$ cat src/hdl/sfp_pkg.sv
// ----------------------------------------------------------------------------
// sfp_pkg: shared types and constants of the serial CAN line parser
// Holds the command passed from the byte classifier to the line engine,
// the decoded frame, and the fill-position codes of the digit store.
// ----------------------------------------------------------------------------
package sfp_pkg;

  // digit store geometry and fill-position codes
  localparam int STORE_DEPTH  = 25;
  localparam int POS_COMPLETE = 25;
  localparam int POS_IDLE     = 26;
  localparam int MIN_DIGITS   = 9;
  localparam int MAX_DLC      = 8;
  localparam int DATA_BYTES   = 8;

  // depth of the command queue between classifier and line engine
  localparam int QUEUE_DEPTH  = 4;

  // classified poll
  typedef enum logic [1:0] {
    OP_POLL  = 2'd0,  // empty poll
    OP_START = 2'd1,  // line start character
    OP_END   = 2'd2,  // CR or LF
    OP_DIGIT = 2'd3   // any other byte, hex-decoded
  } op_t;

  typedef struct packed {
    op_t        op;
    logic [3:0] digit;
  } cmd_t;

  typedef struct packed {
    logic [7:0]                 cmd;
    logic                       resp;
    logic [15:0]                hash;
    logic [3:0]                 dlc;
    logic [DATA_BYTES-1:0][7:0] data;
  } frame_t;

endpackage

$ cat src/hdl/sfp_front.sv
// ----------------------------------------------------------------------------
// sfp_front: byte classifier
// Sorts each poll into start, line end, digit or empty poll and decodes
// the hex value of a digit byte (invalid characters decode to zero).
// ----------------------------------------------------------------------------
module sfp_front (
  input  logic              byte_valid,
  input  logic [7:0]        rx_byte,
  output sfp_pkg::cmd_t     cmd
);

  localparam logic [7:0] CHAR_START = 8'h54;
  localparam logic [7:0] CHAR_CR    = 8'h0d;
  localparam logic [7:0] CHAR_LF    = 8'h0a;

  logic [3:0] hex;

  // decode one ASCII hex digit
  always_comb begin
    hex = 4'd0;
    if (rx_byte >= 8'h30 && rx_byte <= 8'h39) begin
      hex = 4'(rx_byte - 8'h30);
    end else if (rx_byte >= 8'h41 && rx_byte <= 8'h46) begin
      hex = 4'(rx_byte - 8'h41 + 8'd10);
    end else if (rx_byte >= 8'h61 && rx_byte <= 8'h66) begin
      hex = 4'(rx_byte - 8'h61 + 8'd10);
    end
  end

  // classify the poll
  always_comb begin
    cmd.digit = hex;
    priority if (!byte_valid) begin
      cmd.op = sfp_pkg::OP_POLL;
    end else if (rx_byte == CHAR_START) begin
      cmd.op = sfp_pkg::OP_START;
    end else if (rx_byte == CHAR_CR || rx_byte == CHAR_LF) begin
      cmd.op = sfp_pkg::OP_END;
    end else begin
      cmd.op = sfp_pkg::OP_DIGIT;
    end
  end

endmodule

$ cat src/hdl/sfp_queue.sv
// ----------------------------------------------------------------------------
// sfp_queue: command queue
// Short FIFO that decouples the classifier from the line engine so each
// side can stall on its own.
// ----------------------------------------------------------------------------
module sfp_queue (
  input  logic           clk,
  input  logic           rst,
  input  logic           wr_en,
  input  sfp_pkg::cmd_t  wr_data,
  output logic           full,
  input  logic           rd_en,
  output logic           rd_valid,
  output sfp_pkg::cmd_t  rd_data
);

  localparam int DEPTH = sfp_pkg::QUEUE_DEPTH;
  localparam int AW    = $clog2(DEPTH);
  localparam int CW    = $clog2(DEPTH + 1);

  sfp_pkg::cmd_t  mem [DEPTH];
  logic [AW-1:0]  wr_ptr;
  logic [AW-1:0]  rd_ptr;
  logic [CW-1:0]  count;
  logic           do_wr;
  logic           do_rd;

  assign full     = (count == CW'(DEPTH));
  assign rd_valid = (count != '0);
  assign rd_data  = mem[rd_ptr];
  assign do_wr    = wr_en && !full;
  assign do_rd    = rd_en && rd_valid;

  // store an incoming beat
  always_ff @(posedge clk) begin
    if (do_wr) begin
      mem[wr_ptr] <= wr_data;
    end
  end

  // advance pointers and count
  always_ff @(posedge clk) begin
    if (rst) begin
      wr_ptr <= '0;
      rd_ptr <= '0;
      count  <= '0;
    end else begin
      if (do_wr) begin
        wr_ptr <= (wr_ptr == AW'(DEPTH - 1)) ? '0 : wr_ptr + 1'b1;
      end
      if (do_rd) begin
        rd_ptr <= (rd_ptr == AW'(DEPTH - 1)) ? '0 : rd_ptr + 1'b1;
      end
      if (do_wr && !do_rd) begin
        count <= count + 1'b1;
      end else if (do_rd && !do_wr) begin
        count <= count - 1'b1;
      end
    end
  end

endmodule

$ cat src/hdl/sfp_back.sv
// ----------------------------------------------------------------------------
// sfp_back: line engine
// Tracks the fill position, stores decoded digits and builds the frame
// into an output register once a good line is complete.
// ----------------------------------------------------------------------------
module sfp_back (
  input  logic             clk,
  input  logic             rst,
  input  logic             cmd_valid,
  input  sfp_pkg::cmd_t    cmd,
  output logic             cmd_pop,
  output logic             empty,
  input  logic             pop,
  output sfp_pkg::frame_t  frame
);

  localparam logic [4:0] DEPTH    = 5'(sfp_pkg::STORE_DEPTH);
  localparam logic [4:0] COMPLETE = 5'(sfp_pkg::POS_COMPLETE);
  localparam logic [4:0] IDLE     = 5'(sfp_pkg::POS_IDLE);
  localparam logic [4:0] MIN_DIG  = 5'(sfp_pkg::MIN_DIGITS);
  localparam logic [3:0] MAX_LEN  = 4'(sfp_pkg::MAX_DLC);

  logic [4:0]      fill_position;
  logic [4:0]      fill_position_next;
  logic [3:0]      digit_store [sfp_pkg::STORE_DEPTH];
  logic            store_wr;
  logic            emit;
  logic            out_valid;
  logic            slot_free;
  logic [31:0]     id;
  logic [3:0]      len;
  sfp_pkg::frame_t frame_next;

  assign empty     = !out_valid;
  assign slot_free = !out_valid || pop;
  assign cmd_pop   = cmd_valid && slot_free;

  // next fill position and frame trigger
  always_comb begin
    fill_position_next = fill_position;
    store_wr           = 1'b0;
    emit               = 1'b0;
    if (cmd_pop) begin
      unique case (cmd.op)
        sfp_pkg::OP_START: begin
          fill_position_next = '0;
        end
        sfp_pkg::OP_END: begin
          if (fill_position < IDLE) begin
            fill_position_next = (fill_position >= MIN_DIG) ? COMPLETE : IDLE;
          end
        end
        sfp_pkg::OP_DIGIT: begin
          if (fill_position < DEPTH) begin
            store_wr           = 1'b1;
            fill_position_next = fill_position + 1'b1;
          end else if (fill_position == COMPLETE) begin
            emit               = 1'b1;
            fill_position_next = IDLE;
          end
        end
        sfp_pkg::OP_POLL: begin
          if (fill_position == COMPLETE) begin
            emit               = 1'b1;
            fill_position_next = IDLE;
          end
        end
        default: begin
          fill_position_next = fill_position;
        end
      endcase
    end
  end

  // build the frame from the stored digits
  always_comb begin
    id = {digit_store[0], digit_store[1], digit_store[2], digit_store[3],
          digit_store[4], digit_store[5], digit_store[6], digit_store[7]};
    len = (digit_store[8] > MAX_LEN) ? MAX_LEN : digit_store[8];
    frame_next.cmd  = id[24:17];
    frame_next.resp = id[16];
    frame_next.hash = id[15:0];
    frame_next.dlc  = len;
    for (int i = 0; i < sfp_pkg::DATA_BYTES; i++) begin
      if (4'(i) < len) begin
        frame_next.data[i] = {digit_store[9 + 2 * i], digit_store[10 + 2 * i]};
      end else begin
        frame_next.data[i] = 8'd0;
      end
    end
  end

  // hold fill position, digits and output flag
  always_ff @(posedge clk) begin
    if (rst) begin
      fill_position <= '0;
      out_valid     <= 1'b0;
      for (int i = 0; i < sfp_pkg::STORE_DEPTH; i++) begin
        digit_store[i] <= 4'd0;
      end
    end else begin
      fill_position <= fill_position_next;
      if (store_wr) begin
        digit_store[fill_position] <= cmd.digit;
      end
      if (emit) begin
        out_valid <= 1'b1;
      end else if (pop) begin
        out_valid <= 1'b0;
      end
    end
  end

  // load the result beat
  always_ff @(posedge clk) begin
    if (emit) begin
      frame <= frame_next;
    end
  end

endmodule

$ cat src/hdl/slcan_frame_parser.sv
// ----------------------------------------------------------------------------
// slcan_frame_parser: serial CAN text line parser for extended frames
// Turns polled UART bytes into decoded identifier, length and data fields.
// ----------------------------------------------------------------------------
// Usage:
//   Input channel: drive byte_valid/rx_byte and raise push; a beat is taken
//   at a clock edge with push high and full low. One beat per poll, with
//   byte_valid low for an empty poll.
//   Result channel: while empty is low the oldest frame sits on cmd, resp,
//   hash, dlc and data0..data7; raise pop to take it.
//   Throughput: one input beat per cycle while full is low. The classifier
//   feeds a 4-entry command queue; the line engine drains one command per
//   cycle from it while no frame waits or pop is high. A releasing poll
//   passes the queue register, then the line engine and the output register.
//   Stall: while a frame waits unpopped the line engine stops draining;
//   the queue takes up to 4 more beats before full rises.
//   Reset (rst, synchronous): queue and output empty, fill position zero,
//   digit store cleared. Ready for input as soon as reset is released.
// ----------------------------------------------------------------------------
module slcan_frame_parser (
  input  logic       clk,
  input  logic       rst,
  input  logic       push,
  output logic       full,
  input  logic       byte_valid,
  input  logic [7:0] rx_byte,
  output logic       empty,
  input  logic       pop,
  output logic [7:0] cmd,
  output logic       resp,
  output logic [15:0] hash,
  output logic [3:0] dlc,
  output logic [7:0] data0,
  output logic [7:0] data1,
  output logic [7:0] data2,
  output logic [7:0] data3,
  output logic [7:0] data4,
  output logic [7:0] data5,
  output logic [7:0] data6,
  output logic [7:0] data7
);

  sfp_pkg::cmd_t   in_cmd;
  sfp_pkg::cmd_t   q_cmd;
  logic            q_valid;
  logic            q_pop;
  sfp_pkg::frame_t frame;

  // classify the incoming beat
  sfp_front u_front (
    .byte_valid (byte_valid),
    .rx_byte    (rx_byte),
    .cmd        (in_cmd)
  );

  // decouple classifier and line engine
  sfp_queue u_queue (
    .clk      (clk),
    .rst      (rst),
    .wr_en    (push),
    .wr_data  (in_cmd),
    .full     (full),
    .rd_en    (q_pop),
    .rd_valid (q_valid),
    .rd_data  (q_cmd)
  );

  // run the line state and build frames
  sfp_back u_back (
    .clk       (clk),
    .rst       (rst),
    .cmd_valid (q_valid),
    .cmd       (q_cmd),
    .cmd_pop   (q_pop),
    .empty     (empty),
    .pop       (pop),
    .frame     (frame)
  );

  assign cmd   = frame.cmd;
  assign resp  = frame.resp;
  assign hash  = frame.hash;
  assign dlc   = frame.dlc;
  assign data0 = frame.data[0];
  assign data1 = frame.data[1];
  assign data2 = frame.data[2];
  assign data3 = frame.data[3];
  assign data4 = frame.data[4];
  assign data5 = frame.data[5];
  assign data6 = frame.data[6];
  assign data7 = frame.data[7];

endmodule
$ cat config.mk
export PLATFORM = sky130hd
export DESIGN_NAME = slcan_frame_parser
export DESIGN_NICKNAME = d
export VERILOG_FILES = /design/src/hdl/sfp_pkg.sv /design/src/hdl/sfp_front.sv /design/src/hdl/sfp_queue.sv /design/src/hdl/sfp_back.sv /design/src/hdl/slcan_frame_parser.sv
export SDC_FILE = /design/constraint.sdc
export NUM_CORES = 1
export LEC_CHECK = 0
export ABC_CLOCK_PERIOD_IN_PS = 12700
export BUFFER_PORTS_ARGS = -buffer_cell sky130_fd_sc_hd__buf_4
export CAP_MARGIN = 30
export CORE_MARGIN = 2
export CORE_UTILIZATION = 58
export DETAILED_ROUTE_END_ITERATION = 10
export PLACE_DENSITY = 0.79
export RECOVER_POWER = 100
export REMOVE_ABC_BUFFERS = 1
export SLEW_MARGIN = 25
export SYNTH_ARGS = -nofsm -noshare
export SYNTH_HDL_FRONTEND = slang
export SYNTH_HIERARCHICAL = 1
export SYNTH_SLANG_ARGS = --single-unit
$ cat constraint.sdc
create_clock -name clk -period 12.7 [get_ports clk]
set_input_delay 1.905 -clock clk [delete_from_list [all_inputs] [get_ports clk]]
set_output_delay 1.905 -clock clk [all_outputs]
set_load 0.02 [all_outputs]
Yosys cells after proc, flatten, opt, wreduce, memory -nomap -nowiden
Memories as Yosys holds them, arrays and structs flattened. A register that Yosys moved wholly into a read port is not among the register bits.
Cells that the tools add are included.
{"block": "totals", "regBits": 17, "latchBits": 0, "mem_bits_rw": 124, "mem_bits_ro": 0, "in_bits": 13, "wordCells": 120, "mem_count": 2}
{"name": "u_back.digit_store", "words": 25, "word_bits": 4, "read_ports": 24, "rd_ports_with_merged_regs": 23, "write_ports": 25, "line_no": "sfp_back.sv:25", "rtl": "logic [3:0] digit_store [sfp_pkg::STORE_DEPTH];"}
{"name": "u_queue.mem", "words": 4, "word_bits": 6, "read_ports": 1, "rd_ports_with_merged_regs": 1, "write_ports": 1, "line_no": "sfp_queue.sv:21", "rtl": "sfp_pkg::cmd_t mem [DEPTH];"}
{"block": "op_classes", "add_sub_neg": 10, "n_mul": 0, "div": 0, "magnitude_cmp": 18, "eq_ne": 11, "n_shift": 0, "muxes": 37, "bitwise_logic": 0, "n_reduce_logical": 36}
{"op": "logical NOT 1 bit", "n": 20}
{"op": "two-way mux 4 bit", "n": 5}
{"op": "two-way mux 5 bit", "n": 4}
{"op": "case mux 5 bit (4 select lines)", "n": 1}
{"op": "two-way mux 1 bit", "n": 17}
{"op": "== test 8 x 4 -> 1 bit (second input constant)", "n": 2}
{"op": "greater-or-equal comparator 8 x 7 -> 1 bit (second input constant)", "n": 2}
{"op": "<= comparator 8 x 7 -> 1 bit (second input constant)", "n": 2}
{"op": "< comparator 3 x 4 -> 1 bit (first input constant)", "n": 4}
{"op": "two-way mux 2 bit", "n": 7}
{"op": "subtractor 4 x 1 -> 4 bit (second input constant)", "n": 3}
{"op": "< comparator 5 bit (second input constant)", "n": 2}
{"op": "adder 4 bit (second input constant)", "n": 2}
{"op": "== test 2 bit (second input constant)", "n": 4}
{"op": "== test 8 x 7 -> 1 bit (second input constant)", "n": 1}
{"op": "greater-or-equal comparator 8 x 6 -> 1 bit (second input constant)", "n": 1}
{"op": "<= comparator 8 x 6 -> 1 bit (second input constant)", "n": 1}
{"op": "logical AND 1 bit", "n": 8}
{"op": "< comparator 1 x 4 -> 1 bit (first input constant)", "n": 2}
{"op": "< comparator 2 x 4 -> 1 bit (first input constant)", "n": 2}
{"op": "two-way mux 3 bit", "n": 2}
{"op": "adder 5 x 1 -> 5 bit (second input constant)", "n": 1}
{"op": "== test 5 bit (second input constant)", "n": 1}
{"op": "greater-or-equal comparator 5 x 4 -> 1 bit (second input constant)", "n": 1}
{"op": "other kinds (14)", "n": 17}

Logic depth before layout (Yosys ltp)
Gate-level depths: netlist of run 1.
{"block": "logic_depth", "ltp_word": 9, "ltp_mapped": 11}

Modules after synthesis
The synthesis of run 1 kept the hierarchy.
{"module": "sfp_back", "instances": 1, "cells_each": 505, "area_each_um2": 7571.0}
{"module": "sfp_queue", "instances": 1, "cells_each": 79, "area_each_um2": 1351.3}
{"module": "sfp_front", "instances": 1, "cells_each": 27, "area_each_um2": 239.0}

Worst setup path before layout of run 1
No wires, ideal clock.
{"block": "synth_timing", "kind": "input to register", "start": "in pop", "end": "reg, netlist name u_back/frame[0]", "setup_time_ns": 0.774, "arrival_time_ns": 11.035, "required_ns": 11.926, "slack_ns": 0.891, "cell_stages": 4, "path_buffers": 1, "cell_sequence": "nand2b_1 buf_2 nand2_1 nor4_1"}
{"block": "synth_via", "elab_chain_len": 3}
{"element": "start: declaration", "line_no": "slcan_frame_parser.sv:28", "rtl": "input logic pop,"}
{"element": "logical OR 1 bit", "line_no": "sfp_back.sv:35", "rtl": "assign slot_free = !out_valid || pop;"}
{"element": "logical AND 1 bit", "line_no": "sfp_back.sv:36", "rtl": "assign cmd_pop = cmd_valid && slot_free;"}
{"element": "two-way mux 1 bit", "line_no": "sfp_back.sv:43", "rtl": "if (cmd_pop) begin"}
{"element": "via u_back.emit", "line_no": "sfp_back.sv:27", "rtl": "logic emit;"}
The timed path passes the listed nets, and every way through them passes these cells.
A chain may end at the register's enable or synchronous reset.

Worst setup path in the final report of run 1
{"block": "layout_timing", "start": "in pop", "end": "reg, netlist name u_back/frame[3]"}
{"block": "layout_via", "elab_chain_len": 3}
{"element": "logical OR 1 bit", "line_no": "sfp_back.sv:35"}
{"element": "logical AND 1 bit", "line_no": "sfp_back.sv:36"}
{"element": "two-way mux 1 bit", "line_no": "sfp_back.sv:43"}
{"element": "via u_back.emit", "line_no": "sfp_back.sv:27"}
The timed path passes the listed nets, and every way through them passes these cells.

==> impl_metrics.env, run 1 <==
export IMPL_status="finished with violations"
export IMPL_violations="capacitance limit, slew limit"
export IMPL_die_w_um=130
export IMPL_final_setup_tns_ns=0
export IMPL_antenna_found_initial=0
export IMPL_grt_pass1_wl_mm=25.9
export IMPL_clock_skew_ns=0.00762
export IMPL_hold_slack_ns=0.415
export IMPL_wl_mm=16.5
export IMPL_grt_max_degree=53
export IMPL_antenna_left=0
export IMPL_setup_worst_path_end_class="flop"
export IMPL_initial_core_util_pct=59.8
export IMPL_cts_buffers=22
export IMPL_antenna_cells=0
export IMPL_rsz0062_at_grt="no"
export IMPL_insertion_delay_ns=0.50
export IMPL_powerDensity_nw_per_um2=171
export IMPL_clock_sinks=225
export IMPL_critPathLaunch="pop"
export IMPL_cts_setup_buffers=0
export IMPL_vias=5142
export IMPL_p_leak_nw=3.61
export IMPL_fin_util_pct=68.2
export IMPL_path_max_fanout=52
export IMPL_overflow=0
export IMPL_post_route_drc_count=0
export IMPL_wire_per_inst_um=17.5
export IMPL_drive_gt1_share_pct=9.84
export IMPL_syn_avg_cell_area_um2=15.0
export IMPL_area_growth_pct=14.1
export IMPL_die_area_um2=16800
export IMPL_period_needed_ns=4.82
export IMPL_max_freq_mhz=208
export IMPL_hold_viol=0
export IMPL_dp_hpwl_mm=11.0
export IMPL_slowest_stage="clkbuf_1"
export IMPL_gp_congestion=0.858
export IMPL_setup_viol=0
export IMPL_synth_cell_types=60
export IMPL_fin_ws_ns=7.88
export IMPL_num_fill_cells=1148
export IMPL_ir_worst_vdd_uv=116
export IMPL_htreeDepth=1
export IMPL_root_buffer="clkbuf_16"
export IMPL_pin_count=108
export IMPL_cpPeakStageDelay_ns=1.98
export IMPL_async_reset_ff_share_pct=0
export IMPL_grt_pass1_vias=5224
export IMPL_crit_type="input pin to flop"
export IMPL_drv_cap=3
export IMPL_clkTransAtPathRegs_ns=0.06
export IMPL_cts_tree="built"
export IMPL_die_h_um=130
export IMPL_ys_seq_area_share_pct=72.1
export IMPL_drt_iter0_drc=467
export IMPL_clockBufferDepth=3
export IMPL_slew_viol_final=134
export IMPL_timing_final_crit_share_pct=37.9
export IMPL_pre_cts_ws_ns=8.68
export IMPL_first_pass_iters=4
export IMPL_track_usage_pct=19.9
export IMPL_numPortBuffers=107
export IMPL_num_rows=45
export IMPL_start_kind="input pin"
export IMPL_synth_area_top_cells="edfxtp_1, and2_1, nor2b_1"
export IMPL_ctsResizeCount=0
export IMPL_final_nets=750
export IMPL_yosysWarnings=6
export IMPL_finalPower_mw=1.78
export IMPL_arrival_ns=4.87
export IMPL_hp_start="u_back/digit_store[4][2]"
export IMPL_worst_ep_required_time_ns=12.76
export IMPL_max_slew_margin_pct=-83.4
export IMPL_design_core_area_um2=15300
export IMPL_netlist_area_leader_share_pct=68.8
export IMPL_avgViaCountPerCell=5.45
export IMPL_synth_edff_count=210
export IMPL_synth_cells=611
export IMPL_ys_ff_latch=225
export IMPL_worst_pin_slew_ns=2.75
export IMPL_cts_hold_fix_buffers=0
export IMPL_hold_path_class="flop to flop"
export IMPL_dominantRegCellSynth="edfxtp_1"
export IMPL_syn_area_um2=9160
export IMPL_path_cells="clkbuf_4 -> nand2b_1 -> nand2_1 -> nor4_1 -> clkbuf_1"
export IMPL_synth_top_cell_by_area="edfxtp_1"
report_power, final:
group	total [mW]	switching (mW)	internal, mW
logic	0.262	0.174	0.0885
clock network	0.640	0.251	0.389
registers	0.881	0.0377	0.843
final cells by class:
cell class                      instances  area [um2]  share of cell area, %
Sequential cell                       225        6610                   63.2
Multi-Input combinational cell        340        2340                   22.4
Clock buffer                           28         594                   5.69
Timing Repair Buffer                  111         454                   4.35
Tap cell                              211         264                   2.53
Clock inverter                         10         118                   1.13
Inverter                               18        67.6                  0.647
state kept, by name (all words and copies together) (netlist names), named ones only:
signal / cells
u_back/digit_store: 93
u_back/frame: 93
u_queue/mem: 24
u_back/fill_position: 5
u_queue/count: 3
u_queue/rd_ptr: 2
u_queue/wr_ptr: 2
u_back/out_valid: 1
synthesized netlist by cell type (2+ instances only):
master and number:
nand2_1 9, a21oi_1 8, edfxtp_1 210, o21a_1 2, a2111oi_2 2, o21ai_0 5
o21bai_1 2, or3_1 3, nor2_1 28, and2_1 72, nor2b_1 62, and3_1 12
dfxtp_1 15, a21o_1 3, buf_2 3, o2bb2ai_1 3, nand3_1 12, nand2b_1 4
clkbuf_1 24, nor4b_1 2, nand4b_1 2, mux4_2 6, nor4_1 3, ha_1 18
inv_1 18, or2_2 20, nor3_1 24, xor2_1 2, a31oi_1 2, mux2i_1 4
or4b_1 2
cell families after synthesis:
group | count (synthesis) | share of synthesized area [%]
AOI/OAI and AO/OA | 42 | 3.65
xor gates and xnor gates | 3 | 0.287
adders and majority gates | 19 | 2.68
buffers and inverters | 46 | 2.01
DFF | 225 | 72.1
muxes | 12 | 2.20
and+or+nand+nor | 264 | 17.1
worst paths after layout:
kind,to,slack [ns],cells after the start
min,u_back/frame[82],0.41,0
max,u_back/frame[3],7.88,5
min reg2reg,u_back/frame[82],0.41,0
max reg2reg,u_back/frame[3],8.09,6
cells in the final DEF (no fill, tap or decap), drive strengths merged, types with 3 or more instances in the layout:
master	synthesis	final
o21ai	5	5
and2	72	72
mux2i	4	4
a21o	4	4
clkbuf	24	131
nor4	4	4
ha	18	18
clkinv	0	7
edfxtp	210	210
or4b	4	4
a21oi	8	8
mux4	6	6
nor2b	62	62
or2	20	20
nand2	9	9
or3	3	3
dfxtp	15	15
nor2	28	28
buf	4	8
nand2b	4	4
nand3	12	12
o2bb2ai	3	3
nor3	24	24
inv	18	18
and3	12	12
bufinv	0	3
per-stage QoR:
| step | cell area (um2) | std cells |
|---|---|---|
| after floorplan | 9040 | 583 |
| after global placement | 10100 | 903 |
| after detailed placement | 10100 | 903 |
| after CTS | 10800 | 941 |
| after global routing | 10400 | 943 |
| final | 10400 | 943 |
worst max-delay path: cells and delay by family:
kind          cells  cell delay, ns
buf+inv           2            2.08
simple gates      3            0.83
per-layer routing:
metal / routed length [um] / share of wire, % / GRT usage, %
met1: 6900 / 42 / 25.7
met2: 8390 / 51 / 34.2
met3: 973 / 5.9 / 3.67
met4: 239 / 1.4 / 6.64
met5: 0 / 0 / 0
Note: power is estimated with default switching activity, not from simulation.
==> run 2: changes to the inputs <==
--- a/config.mk
+++ b/config.mk
@@ -5,7 +5,7 @@
 export SDC_FILE = /design/constraint.sdc
 export NUM_CORES = 1
 export LEC_CHECK = 0
-export ABC_CLOCK_PERIOD_IN_PS = 12700
+export ABC_CLOCK_PERIOD_IN_PS = 4800
 export BUFFER_PORTS_ARGS = -buffer_cell sky130_fd_sc_hd__buf_4
 export CAP_MARGIN = 30
 export CORE_MARGIN = 2
==> constraint.sdc (replaced) <==
create_clock -name clk -period 4.8 [get_ports clk]
set_input_delay 0.72 -clock clk [delete_from_list [all_inputs] [get_ports clk]]
set_output_delay 0.72 -clock clk [all_outputs]
set_load 0.02 [all_outputs]
==> impl_metrics.env, run 2 (same netlist as run 1, synthesis figures left out) <==
export IMPL_status="finished with violations"
export IMPL_violations="capacitance limit, slew limit"
export IMPL_start_kind="flop"
export IMPL_top_regs="u_back/digit_store x93, u_back/frame x93, u_queue/mem x24"
export IMPL_hold_viol=0
export IMPL_avgViaCountPerCell=5.48
export IMPL_die_w_um=130
export IMPL_p_sw_share_pct=26.9
export IMPL_cpPeakStageDelay_ns=1.24
export IMPL_setup_viol=0
export IMPL_period_needed_ns=3.48
export IMPL_path_cells="mux4_2 -> ha_1 -> and2b_1 -> nand2_1 -> nor4_1 -> a21o_1"
export IMPL_path_max_fanout=15
export IMPL_max_slew_margin_pct=-8.45
export IMPL_r2r_end="u_back/digit_store[5][1]"
export IMPL_power_switching_mw=1.20
export IMPL_post_route_drc_count=0
export IMPL_track_usage_pct=19.6
export IMPL_arrival_ns=3.66
export IMPL_pre_cts_ws_ns=1.85
export IMPL_die_area_um2=16800
export IMPL_numPortBuffers=107
export IMPL_reg2reg_slack_ns=1.32
export IMPL_final_cell_area_um2=10300
export IMPL_clockBufferDepth=3
export IMPL_antenna_left=0
export IMPL_p_int_mw=3.26
export IMPL_dp_hpwl_mm=11.0
export IMPL_root_buffer="clkbuf_16"
export IMPL_max_freq_mhz=287
export IMPL_hp_start="u_back/digit_store[5][0]"
export IMPL_vias=5152
export IMPL_overflow=0
export IMPL_hold_path_end="u_back/frame[76]"
export IMPL_grt_max_degree=53
export IMPL_grt_pass1_wl_mm=25.6
export IMPL_reg2reg_depth=6
export IMPL_cts_setup_buffers=0
export IMPL_cts_tree="built"
export IMPL_wire_per_inst_um=17.4
export IMPL_initial_core_util_pct=59.8
export IMPL_first_pass_iters=5
export IMPL_htreeDepth=1
export IMPL_grt_pass1_vias=5156
export IMPL_powerDensity_nw_per_um2=432
export IMPL_antenna_found_initial=0
export IMPL_final_nets=747
export IMPL_slew_viol_final=16
export IMPL_area_growth_pct=12.8
export IMPL_clock_skew_ns=0.0113
export IMPL_cts_hold_fix_buffers=0
export IMPL_timing_final_crit_share_pct=72.6
export IMPL_p_seq_share_pct=52.1
export IMPL_p_comb_share_pct=15.5
export IMPL_gp_congestion=0.862
export IMPL_drt_iter0_drc=471
export IMPL_ctsResizeCount=0
export IMPL_worst_pin_slew_ns=1.61
export IMPL_cp_top_family="simple AND/OR/NAND/NOR gates"
export IMPL_mostFrequentLayoutCells="edfxtp_1, clkbuf_1, nor2b_1, and2_0, nor2_1"
export IMPL_p_clk_share_pct=32.4
export IMPL_ir_worst_vdd_uv=280
export IMPL_num_rows=45
export IMPL_pin_count=108
export IMPL_worst_ep_required_time_ns=4.98
export IMPL_cp_depth=6
export IMPL_cts_buffers=21
export IMPL_rsz0062_at_grt="no"
export IMPL_wl_mm=16.4
export IMPL_fin_ws_ns=1.32
export IMPL_p_leak_nw=3.56
export IMPL_drive_gt1_share_pct=10.2
export IMPL_holdPathStages=0
export IMPL_hold_path_class="flop to flop"
export IMPL_antenna_cells=0
export IMPL_insertion_delay_ns=0.48
export IMPL_crit_type="flop to flop"
export IMPL_drv_cap=1
export IMPL_clkTransAtPathRegs_ns=0.06
export IMPL_dpl_instance_area_um2=10100
export IMPL_die_h_um=130
export IMPL_slowest_stage="nor4_1"
export IMPL_final_common_cell="edfxtp_1"
export IMPL_setup_worst_path_end_class="flop"
export IMPL_design_core_area_um2=15300
export IMPL_clock_sinks=225
export IMPL_crit_buf_inv=0
-- run 2: worst max-delay path by stage --
stage / from / to / slack [ns]
after detailed placement: flop / u_back/frame[65] / 1.85
final: flop / u_back/digit_store[5][1] / 1.32
after CTS: flop / u_back/digit_store[5][0] / 1.82
after floorplan: flop / u_back/frame[0] / -6.37
after global routing: flop / u_back/digit_store[5][2] / 0.83
after global placement: rst / u_back/digit_store[4][0] / 1.93
-- run 2: per-stage QoR --
stage | total power, mW | hold slack, ns | setup TNS, ns | instances | utilization, %
2_1_floorplan | 2.82 | 0.400 | -592.50 | 583 | -
4_1_cts | 4.50 | 0.418 | 0 | 940 | 70.1
3_5_place_dp | 3.07 | 0.405 | 0 | 903 | 66.2
6_report | 4.46 | 0.416 | 0 | 940 | 67.5
3_3_place_gp | 3.04 | 0.403 | 0 | 903 | 66.2
5_1_grt | 4.66 | 0.429 | 0 | 940 | 67.5
-- run 2: layout make-up --
| type | count | area, um2 |
|---|---|---|
| clock buffer | 25 | 541 |
| clock inverter | 12 | 55.1 |
| fill | 1126 | 4980 |
| inverter | 18 | 67.6 |
| multi-input combinational | 340 | 2350 |
| sequential | 225 | 6610 |
| tap | 211 | 264 |
| timing repair buffer | 109 | 449 |
-- run 2: layer usage --
metal	vias to the layer above	GRT usage (%)	wire (um)
li1	2424	-	-
met1	2502	25.1	6580
met2	192	34.0	8300
met3	34	3.51	1170
met4	0	6.96	346
met5	-	0	0
-- run 2: power by group through the flow --
stage | logic [mW] | registers [mW] | clock network [mW]
floorplan | 0.480 | 2.34 | 0
global placement | 0.674 | 2.36 | 0
detailed placement | 0.701 | 2.37 | 0
CTS | 0.705 | 2.33 | 1.47
global route | 0.763 | 2.34 | 1.56
finish | 0.694 | 2.33 | 1.45
